[src/rtl/core/rdfp_pkg.sv]
// Radar distance frame parser: shared types and constants.
// Used by rdfp_framer, rdfp_sample_ring and radar_distance_frame_parser.
`default_nettype none

package rdfp_pkg;

  localparam int unsigned FRAME_LEN       = 8;
  localparam int unsigned CNT_W           = $clog2(FRAME_LEN);
  localparam int unsigned DEF_QUEUE_DEPTH = 16;
  localparam int unsigned DIST_W          = 16;
  localparam int unsigned TICK_W          = 32;
  localparam int unsigned CTR_W           = 32;
  localparam int unsigned FILL_W          = 4;

  localparam logic [7:0] HDR_BYTE  = 8'hFF;
  localparam logic [7:0] TAIL_BYTE = 8'h00;

  typedef enum logic [1:0] {
    ST_NONE = 2'd0,
    ST_GOOD = 2'd1,
    ST_BAD  = 2'd2
  } frame_status_e;

  typedef struct packed {
    logic              good;
    logic              bad;
    logic [DIST_W-1:0] distance;
  } frame_evt_t;

  typedef struct packed {
    logic              valid;
    logic [FILL_W-1:0] fill;
    logic [DIST_W-1:0] distance;
    logic [TICK_W-1:0] sample_tick;
  } ring_view_t;

endpackage

`default_nettype wire

[src/rtl/core/radar_distance_frame_parser.sv]
// Radar distance frame parser top level: framer, sample ring, counters, result register.
// Depends on rdfp_pkg, rdfp_framer and rdfp_sample_ring.
//
//   channel   valid / ready            payload
//   request   in_valid_i / in_ready_o  rx_byte_i, tick_now_i
//   result    out_valid_o / out_ready_i frame_status_o, latest_*_o, queue_fill_o, counters
//
// One byte per cycle; a result appears the cycle after its request is taken.
// Framer and ring pointers advance in the accepting cycle; the newest sample is read
// from the ring memory into a register, forwarded when written by that same request.
// A held result stalls the request side only when out_ready_i is low.
// Reset clears framer, pointers and counters; the ring memory is not cleared.
`default_nettype none

module radar_distance_frame_parser
  import rdfp_pkg::*;
#(
  parameter int unsigned QUEUE_DEPTH = DEF_QUEUE_DEPTH
) (
  input  wire logic              clk_i,
  input  wire logic              rst_ni,
  input  wire logic              in_valid_i,
  output logic                   in_ready_o,
  input  wire logic [7:0]        rx_byte_i,
  input  wire logic [TICK_W-1:0] tick_now_i,
  output logic                   out_valid_o,
  input  wire logic              out_ready_i,
  output logic [1:0]             frame_status_o,
  output logic                   latest_valid_o,
  output logic [DIST_W-1:0]      latest_distance_o,
  output logic [TICK_W-1:0]      latest_time_o,
  output logic [FILL_W-1:0]      queue_fill_o,
  output logic [CTR_W-1:0]       good_frames_o,
  output logic [CTR_W-1:0]       bad_frames_o,
  output logic [CTR_W-1:0]       overwritten_o
);

  logic          accept;
  frame_evt_t    evt;
  ring_view_t    view;
  logic          drop;
  logic          out_valid_q;
  frame_status_e status_q, status_d;
  logic [CTR_W-1:0] good_q, bad_q, ovf_q;

  assign in_ready_o = !out_valid_q || out_ready_i;
  assign accept     = in_valid_i && in_ready_o;

  rdfp_framer u_framer (
    .clk_i     (clk_i),
    .rst_ni    (rst_ni),
    .advance_i (accept),
    .rx_byte_i (rx_byte_i),
    .evt_o     (evt)
  );

  rdfp_sample_ring #(
    .QUEUE_DEPTH (QUEUE_DEPTH)
  ) u_ring (
    .clk_i       (clk_i),
    .rst_ni      (rst_ni),
    .load_i      (accept),
    .push_i      (evt.good),
    .push_dist_i (evt.distance),
    .push_tick_i (tick_now_i),
    .drop_o      (drop),
    .view_o      (view)
  );

  always_comb begin
    priority if (evt.good) begin
      status_d = ST_GOOD;
    end else if (evt.bad) begin
      status_d = ST_BAD;
    end else begin
      status_d = ST_NONE;
    end
  end

  always_ff @(posedge clk_i or negedge rst_ni) begin
    if (!rst_ni) begin
      out_valid_q <= 1'b0;
      status_q    <= ST_NONE;
      good_q      <= '0;
      bad_q       <= '0;
      ovf_q       <= '0;
    end else begin
      if (accept) begin
        out_valid_q <= 1'b1;
      end else if (out_ready_i) begin
        out_valid_q <= 1'b0;
      end
      if (accept) begin
        status_q <= status_d;
        if (evt.good) begin
          good_q <= good_q + CTR_W'(1);
        end
        if (evt.bad) begin
          bad_q <= bad_q + CTR_W'(1);
        end
        if (drop) begin
          ovf_q <= ovf_q + CTR_W'(1);
        end
      end
    end
  end

  assign out_valid_o       = out_valid_q;
  assign frame_status_o    = status_q;
  assign latest_valid_o    = view.valid;
  assign latest_distance_o = view.distance;
  assign latest_time_o     = view.sample_tick;
  assign queue_fill_o      = view.fill;
  assign good_frames_o     = good_q;
  assign bad_frames_o      = bad_q;
  assign overwritten_o     = ovf_q;

`ifndef NO_ASSERTIONS
  a_valid_sticky : assert property (@(posedge clk_i) disable iff (!rst_ni)
    latest_valid_o |=> latest_valid_o)
    else $error("sample queue became empty");

  a_good_queued : assert property (@(posedge clk_i) disable iff (!rst_ni)
    (out_valid_o && frame_status_o == ST_GOOD) |-> latest_valid_o)
    else $error("good frame reported with empty queue");

  a_good_count : assert property (@(posedge clk_i) disable iff (!rst_ni)
    (accept && evt.good) |=> (good_frames_o == $past(good_frames_o) + CTR_W'(1)))
    else $error("good frame count did not advance");

  a_drop_when_good : assert property (@(posedge clk_i) disable iff (!rst_ni)
    drop |-> evt.good)
    else $error("ring overwrite without a push");
`endif

endmodule

`default_nettype wire

[src/rtl/core/rdfp_framer.sv]
// Byte framer: 8-byte shift buffer that slides until a 0xFF 0xFF 0xFF header aligns.
// Depends on rdfp_pkg.
`default_nettype none

module rdfp_framer
  import rdfp_pkg::*;
(
  input  wire logic       clk_i,
  input  wire logic       rst_ni,
  input  wire logic       advance_i,
  input  wire logic [7:0] rx_byte_i,
  output frame_evt_t      evt_o
);

  logic [7:0]       fb_q   [FRAME_LEN];
  logic [7:0]       fb_d   [FRAME_LEN];
  logic [7:0]       wr     [FRAME_LEN];
  logic [CNT_W-1:0] cnt_q, cnt_d;
  logic [CNT_W:0]   cnt_inc;
  logic             hdr_bad;
  logic             slide;
  logic             frame_end;
  logic             tail_ok;

  always_comb begin
    for (int i = 0; i < FRAME_LEN; i++) begin
      wr[i] = (cnt_q == CNT_W'(i)) ? rx_byte_i : fb_q[i];
    end
    cnt_inc   = {1'b0, cnt_q} + (CNT_W+1)'(1);
    hdr_bad   = (wr[0] != HDR_BYTE) || (wr[1] != HDR_BYTE) || (wr[2] != HDR_BYTE);
    slide     = (cnt_inc >= (CNT_W+1)'(3)) && hdr_bad;
    frame_end = !slide && (cnt_inc == (CNT_W+1)'(FRAME_LEN));
    tail_ok   = (wr[5] == TAIL_BYTE) && (wr[6] == TAIL_BYTE) && (wr[7] == TAIL_BYTE);

    for (int i = 0; i < FRAME_LEN; i++) begin
      fb_d[i] = wr[i];
    end
    if (slide) begin
      for (int i = 0; i < FRAME_LEN - 1; i++) begin
        fb_d[i] = wr[i+1];
      end
      cnt_d = cnt_q;
    end else if (frame_end) begin
      cnt_d = '0;
    end else begin
      cnt_d = cnt_inc[CNT_W-1:0];
    end

    evt_o.good     = frame_end && tail_ok;
    evt_o.bad      = frame_end && !tail_ok;
    evt_o.distance = {wr[3], wr[4]};
  end

  always_ff @(posedge clk_i or negedge rst_ni) begin
    if (!rst_ni) begin
      cnt_q <= '0;
      for (int i = 0; i < FRAME_LEN; i++) begin
        fb_q[i] <= '0;
      end
    end else if (advance_i) begin
      cnt_q <= cnt_d;
      for (int i = 0; i < FRAME_LEN; i++) begin
        fb_q[i] <= fb_d[i];
      end
    end
  end

endmodule

`default_nettype wire

[src/rtl/core/rdfp_sample_ring.sv]
// Sample ring: overwriting ring queue of distance/tick samples in one synchronous memory.
// Newest entry read back each request, forwarded when written the same cycle. Uses rdfp_pkg.
`default_nettype none

module rdfp_sample_ring
  import rdfp_pkg::*;
#(
  parameter int unsigned QUEUE_DEPTH = DEF_QUEUE_DEPTH
) (
  input  wire logic              clk_i,
  input  wire logic              rst_ni,
  input  wire logic              load_i,
  input  wire logic              push_i,
  input  wire logic [DIST_W-1:0] push_dist_i,
  input  wire logic [TICK_W-1:0] push_tick_i,
  output logic                   drop_o,
  output ring_view_t             view_o
);

  localparam int unsigned PW     = $clog2(QUEUE_DEPTH);
  localparam int unsigned WORD_W = DIST_W + TICK_W;
  localparam logic [PW-1:0] LAST_IDX = PW'(QUEUE_DEPTH - 1);

  logic [WORD_W-1:0] mem [QUEUE_DEPTH];

  logic [PW-1:0]     wp_q, wp_d, rp_q, rp_d;
  logic [PW-1:0]     wp_nxt, rp_nxt, rd_addr;
  logic [PW:0]       fill_w;
  logic [31:0]       fill_ext;
  logic              full;
  logic              valid_q;
  logic [FILL_W-1:0] fill_q;
  logic              fwd_q;
  logic [WORD_W-1:0] fwd_data_q;
  logic [WORD_W-1:0] rd_data_q;
  logic [WORD_W-1:0] newest;

  always_comb begin
    wp_nxt = (wp_q == LAST_IDX) ? '0 : wp_q + PW'(1);
    rp_nxt = (rp_q == LAST_IDX) ? '0 : rp_q + PW'(1);
    full   = (wp_nxt == rp_q);
    drop_o = push_i && full;
    wp_d   = push_i ? wp_nxt : wp_q;
    rp_d   = drop_o ? rp_nxt : rp_q;
    rd_addr = (wp_q == '0) ? LAST_IDX : wp_q - PW'(1);
    if (wp_d >= rp_d) begin
      fill_w = {1'b0, wp_d} - {1'b0, rp_d};
    end else begin
      fill_w = {1'b0, wp_d} + (PW+1)'(QUEUE_DEPTH) - {1'b0, rp_d};
    end
    fill_ext = 32'(fill_w);
  end

  always_ff @(posedge clk_i) begin
    if (load_i && push_i) begin
      mem[wp_q] <= {push_dist_i, push_tick_i};
    end
    if (load_i && !push_i) begin
      rd_data_q <= mem[rd_addr];
    end
    if (load_i) begin
      fwd_data_q <= {push_dist_i, push_tick_i};
    end
  end

  always_ff @(posedge clk_i or negedge rst_ni) begin
    if (!rst_ni) begin
      wp_q    <= '0;
      rp_q    <= '0;
      valid_q <= 1'b0;
      fill_q  <= '0;
      fwd_q   <= 1'b0;
    end else if (load_i) begin
      wp_q    <= wp_d;
      rp_q    <= rp_d;
      valid_q <= (wp_d != rp_d);
      fill_q  <= fill_ext[FILL_W-1:0];
      fwd_q   <= push_i;
    end
  end

  assign newest             = fwd_q ? fwd_data_q : rd_data_q;
  assign view_o.valid       = valid_q;
  assign view_o.fill        = fill_q;
  assign view_o.distance    = valid_q ? newest[WORD_W-1:TICK_W] : '0;
  assign view_o.sample_tick = valid_q ? newest[TICK_W-1:0] : '0;

endmodule

`default_nettype wire

[config.mk]
export PLATFORM = sky130hd
export DESIGN_NAME = radar_distance_frame_parser
export DESIGN_NICKNAME = d
export VERILOG_FILES = /design/src/rtl/core/rdfp_pkg.sv /design/src/rtl/core/radar_distance_frame_parser.sv /design/src/rtl/core/rdfp_framer.sv /design/src/rtl/core/rdfp_sample_ring.sv
export SDC_FILE = /design/constraint.sdc
export NUM_CORES = 1
export LEC_CHECK = 0
export ABC_AREA = 1
export BUFFER_PORTS_ARGS = -buffer_cell sky130_fd_sc_hd__buf_2
export CAP_MARGIN = 0
export CORE_MARGIN = 2
export CORE_UTILIZATION = 45
export DETAILED_ROUTE_END_ITERATION = 10
export PLACE_DENSITY = 0.66
export REMOVE_ABC_BUFFERS = 1
export SYNTH_ARGS = -nofsm -noshare
export SYNTH_HDL_FRONTEND = slang
export SYNTH_HIERARCHICAL = 1
export SYNTH_SLANG_ARGS = --single-unit
export TNS_END_PERCENT = 5
[constraint.sdc]
create_clock -name clk_i -period 6.24 [get_ports clk_i]
set_input_delay 0.624 -clock clk_i [delete_from_list [all_inputs] [get_ports clk_i]]
set_output_delay 0.624 -clock clk_i [all_outputs]
set_load 0.01 [all_outputs]
==> impl_metrics.json <==
{
  "place_area_sq_um": 47190,
  "dieArea_sq_um": 102300,
  "cts_tree": "yes",
  "cts_resized": 0,
  "root_buffer": "clkbuf_16",
  "fmax_mhz": 197.5,
  "coreArea_sq_um": 98710,
  "hpwlAfterDp_mm": 64.90,
  "peakVddDrop_mv": 0.2877,
  "synth_area_leaders": "edfxtp_1 (58%), dfrtp_1 (10%), o21ai_0 (6.1%)",
  "drc": 0,
  "path_clk_slew_ns": 0.07,
  "syn_inst": 4035,
  "mostFrequentLayoutCell": "edfxtp_1",
  "fin_crit_sh_pct": 81.16,
  "syn_area_sq_um": 44900,
  "timing.final.hold_violations": 0,
  "cts_hold_buf": 0,
  "fp.dieW_um": 319.9,
  "cp.required_ns": 6.57,
  "io_pins": 197,
  "worstPathCellList": "inv_1 -> ha_1 -> nand2_1 -> o21ai_0 -> nand2_1 -> nor4_1 -> nand3b_1 -> nor2_1 -> buf_4 -> nand2_1 -> inv_1 -> nand2_1 -> nor2_4 -> buf_4",
  "fin_skew_ns": 0.04878,
  "vias": 31000,
  "placed_cells": 5340,
  "grt-ovfl-total": 0,
  "p_switching_mw": 4.717,
  "ys_ff_latch": 1044,
  "slowest_stage": "buf_4",
  "cp_common_cell": "nand2_1",
  "arrival_ns": 5.39,
  "rsz0062_at_grt": "false",
  "grtUsageTotal_pct": 22.34,
  "layout_common_cells": "edfxtp_1 (864), nand2_1 (590), o21ai_0 (551)",
  "synth_cell_type_count": 42,
  "fin_tns_setup_ns": 0,
  "drtPass1Iterations": 6,
  "wl_per_cell_um": 20.92,
  "crit_type": "reg2reg",
  "cts_buffer_depth": 3,
  "crit_fanout": 35,
  "antenna_left": 0,
  "critPathCaptureType": "flip-flop",
  "htreeDepth": 3,
  "post_cts_buffers": 0,
  "via_per_inst": 5.593,
  "grt_max_degree": 154,
  "grt_pass1_vias": 29660,
  "drive_above_1_share_pct": 11.89,
  "clk_latency_ns": 0.71,
  "fin_nets": 4226,
  "stdcell_count": 5543,
  "powerDensity_nw_per_um2": 339.2,
  "wirelength_mm": 116.0,
  "startpoint_type": "flip-flop",
  "clock_power_share_pct": 37.1,
  "r2r_end": "u_ring/mem[10][0]",
  "cts_buffers": 108,
  "multi_input_area_sq_um": 12250,
  "worstMarginPinSlew_ns": 1.031,
  "post-route-min-period_ns": 5.065,
  "final_max_slew_viol_count": 0,
  "rr_worst_depth": 14,
  "synth_area_leader_cell": "edfxtp_1",
  "whs_ns": 0.1218,
  "synth_top_area_share_pct": 57.78,
  "regArea_sq_um": 30460,
  "antenna_cells": 0,
  "seq_power_share_pct": 48.7,
  "antenna_found_initial": 1,
  "start_util_pct": 45.49,
  "switching_share_pct": 27.41,
  "combPwrFrac_pct": 14.1,
  "power_mw": 17.21,
  "rows": 115,
  "yosysSeqAreaShare_pct": 67.81,
  "setup_viol": 0,
  "grt_pass1_wl_mm": 178.1,
  "p_int_mw": 12.49,
  "status": "complete, no violations",
  "area_delta_synth_final_pct": 13.01,
  "leakagePower_nw": 19.38,
  "yosys_warnings": 6,
  "fin_area_sq_um": 50740,
  "ff2ff_setup_slack_ns": 1.18,
  "rr_startpoint": "u_framer/cnt_q[0]",
  "clock_sinks": 1044,
  "slowest_delay_ns": 0.65,
  "drtIter0Drc": 3101,
  "globalplace.congestion": 0.8770,
  "slew_headroom_pct": 31.25,
  "dieHeight_um": 319.9,
  "cap_violations": 0,
  "nFillCells": 8613,
  "syn_avg_cell_area_sq_um": 11.13,
  "holdCritPathClass": "in2async",
  "portBuffers": 196
}
==> flip-flops by register name (all words and copies together), names as in the netlist <==
register and cells:
u_ring/valid_q 1, overwritten_o 32, u_ring/fill_q 4, u_ring/rp_q 4
u_ring/mem 768, bad_frames_o 32, u_ring/fwd_q 1, u_framer/fb_q 64
u_framer/cnt_q 3, frame_status_o 2, u_ring/fwd_data_q 48, good_frames_o 32
u_ring/rd_data_q 48, u_ring/wp_q 4, out_valid_o 1
==> critical path: cells and delay by family (launching register included) <==
kind,cells,cell delay (ns)
flip-flops,1,0.41
AO/OA/AOI/OAI,1,0.42
buffers and inverters,4,1.24
adder cells (fa/ha/maj),1,0.38
AND/OR/NAND/NOR,8,2.20
==> through the flow <==
stage,setup slack (ns),utilization [%]
floorplan,-2.549,-
global placement,1.406,47.80
detailed placement,1.214,47.80
CTS,1.232,51.41
global route,0.7412,51.41
finish,1.175,51.41
==> cells by family after synthesis <==
| kind of cell | Yosys count | synth area share, % |
|---|---|---|
| compound gates | 1136 | 13.26 |
| xor+xnor | 60 | 1.170 |
| fa+ha+maj | 19 | 0.5462 |
| buf+inv | 574 | 5.267 |
| flops | 1044 | 67.81 |
| mux | 35 | 0.8778 |
| simple gates | 1167 | 11.07 |
==> cell usage after synthesis, drive strengths merged <==
cell,instances
nand3,216
nor4,1
clkbuf,132
a21oi,399
nand4,27
nand2,601
nand3b,14
xor2,37
or2,5
mux2,35
nor3b,1
dfrtp,180
and3,1
fa,1
o21ai,622
a31oi,1
buf,103
ha,18
xnor2,23
clkinv,2
o22ai,15
nor3,20
edfxtp,864
o211ai,96
o21bai,3
inv,337
nor2,280
and2,1
==> how the worst max path moves through the flow <==
stage | slack, ns | from | cells after the start | to
CTS | 1.23 | u_framer/cnt_q[0] | 14 | u_ring/mem[5][4]
finish | 1.18 | u_framer/cnt_q[0] | 14 | u_ring/mem[10][0]
global route | 0.74 | u_framer/cnt_q[0] | 14 | u_ring/mem[10][0]
floorplan | -2.55 | u_ring/wp_q[0] | 7 | u_ring/rd_data_q[11]
detailed placement | 1.21 | u_framer/cnt_q[0] | 14 | u_ring/mem[5][11]
global placement | 1.41 | u_framer/cnt_q[0] | 14 | u_ring/mem[10][0]
==> final cells by class <==
type                    count  share of cell area (%)
inverters                 339                   2.540
clock buffers             135                   5.624
clock inverters            68                   1.383
multi-input cells        2417                   24.15
repair buffers            253                   3.114
well taps                1287                   3.173
flip-flops and latches   1044                   60.02
==> power by group through the flow <==
| stage | clock [mW] | sequential, mW | combinational [mW] |
|---|---|---|---|
| after floorplan | 0 | 8.49 | 1.49 |
| after global placement | 0 | 8.52 | 2.40 |
| after detailed placement | 0 | 8.52 | 2.41 |
| after CTS | 6.51 | 8.39 | 2.42 |
| after global routing | 6.78 | 8.42 | 2.73 |
| final | 6.39 | 8.39 | 2.43 |
==> routing by layer <==
metal | share of wire (%) | GRT usage [%] | vias to the layer above | wire [um]
li1 | - | - | 14500 | -
met1 | 43 | 31.21 | 15150 | 49590
met2 | 48 | 36.50 | 1181 | 55560
met3 | 7.0 | 3.337 | 176 | 8168
met4 | 2.3 | 6.239 | 0 | 2644
met5 | 0 | 0 | - | 0
No activity file was read; power rests on OpenSTA's default activity.
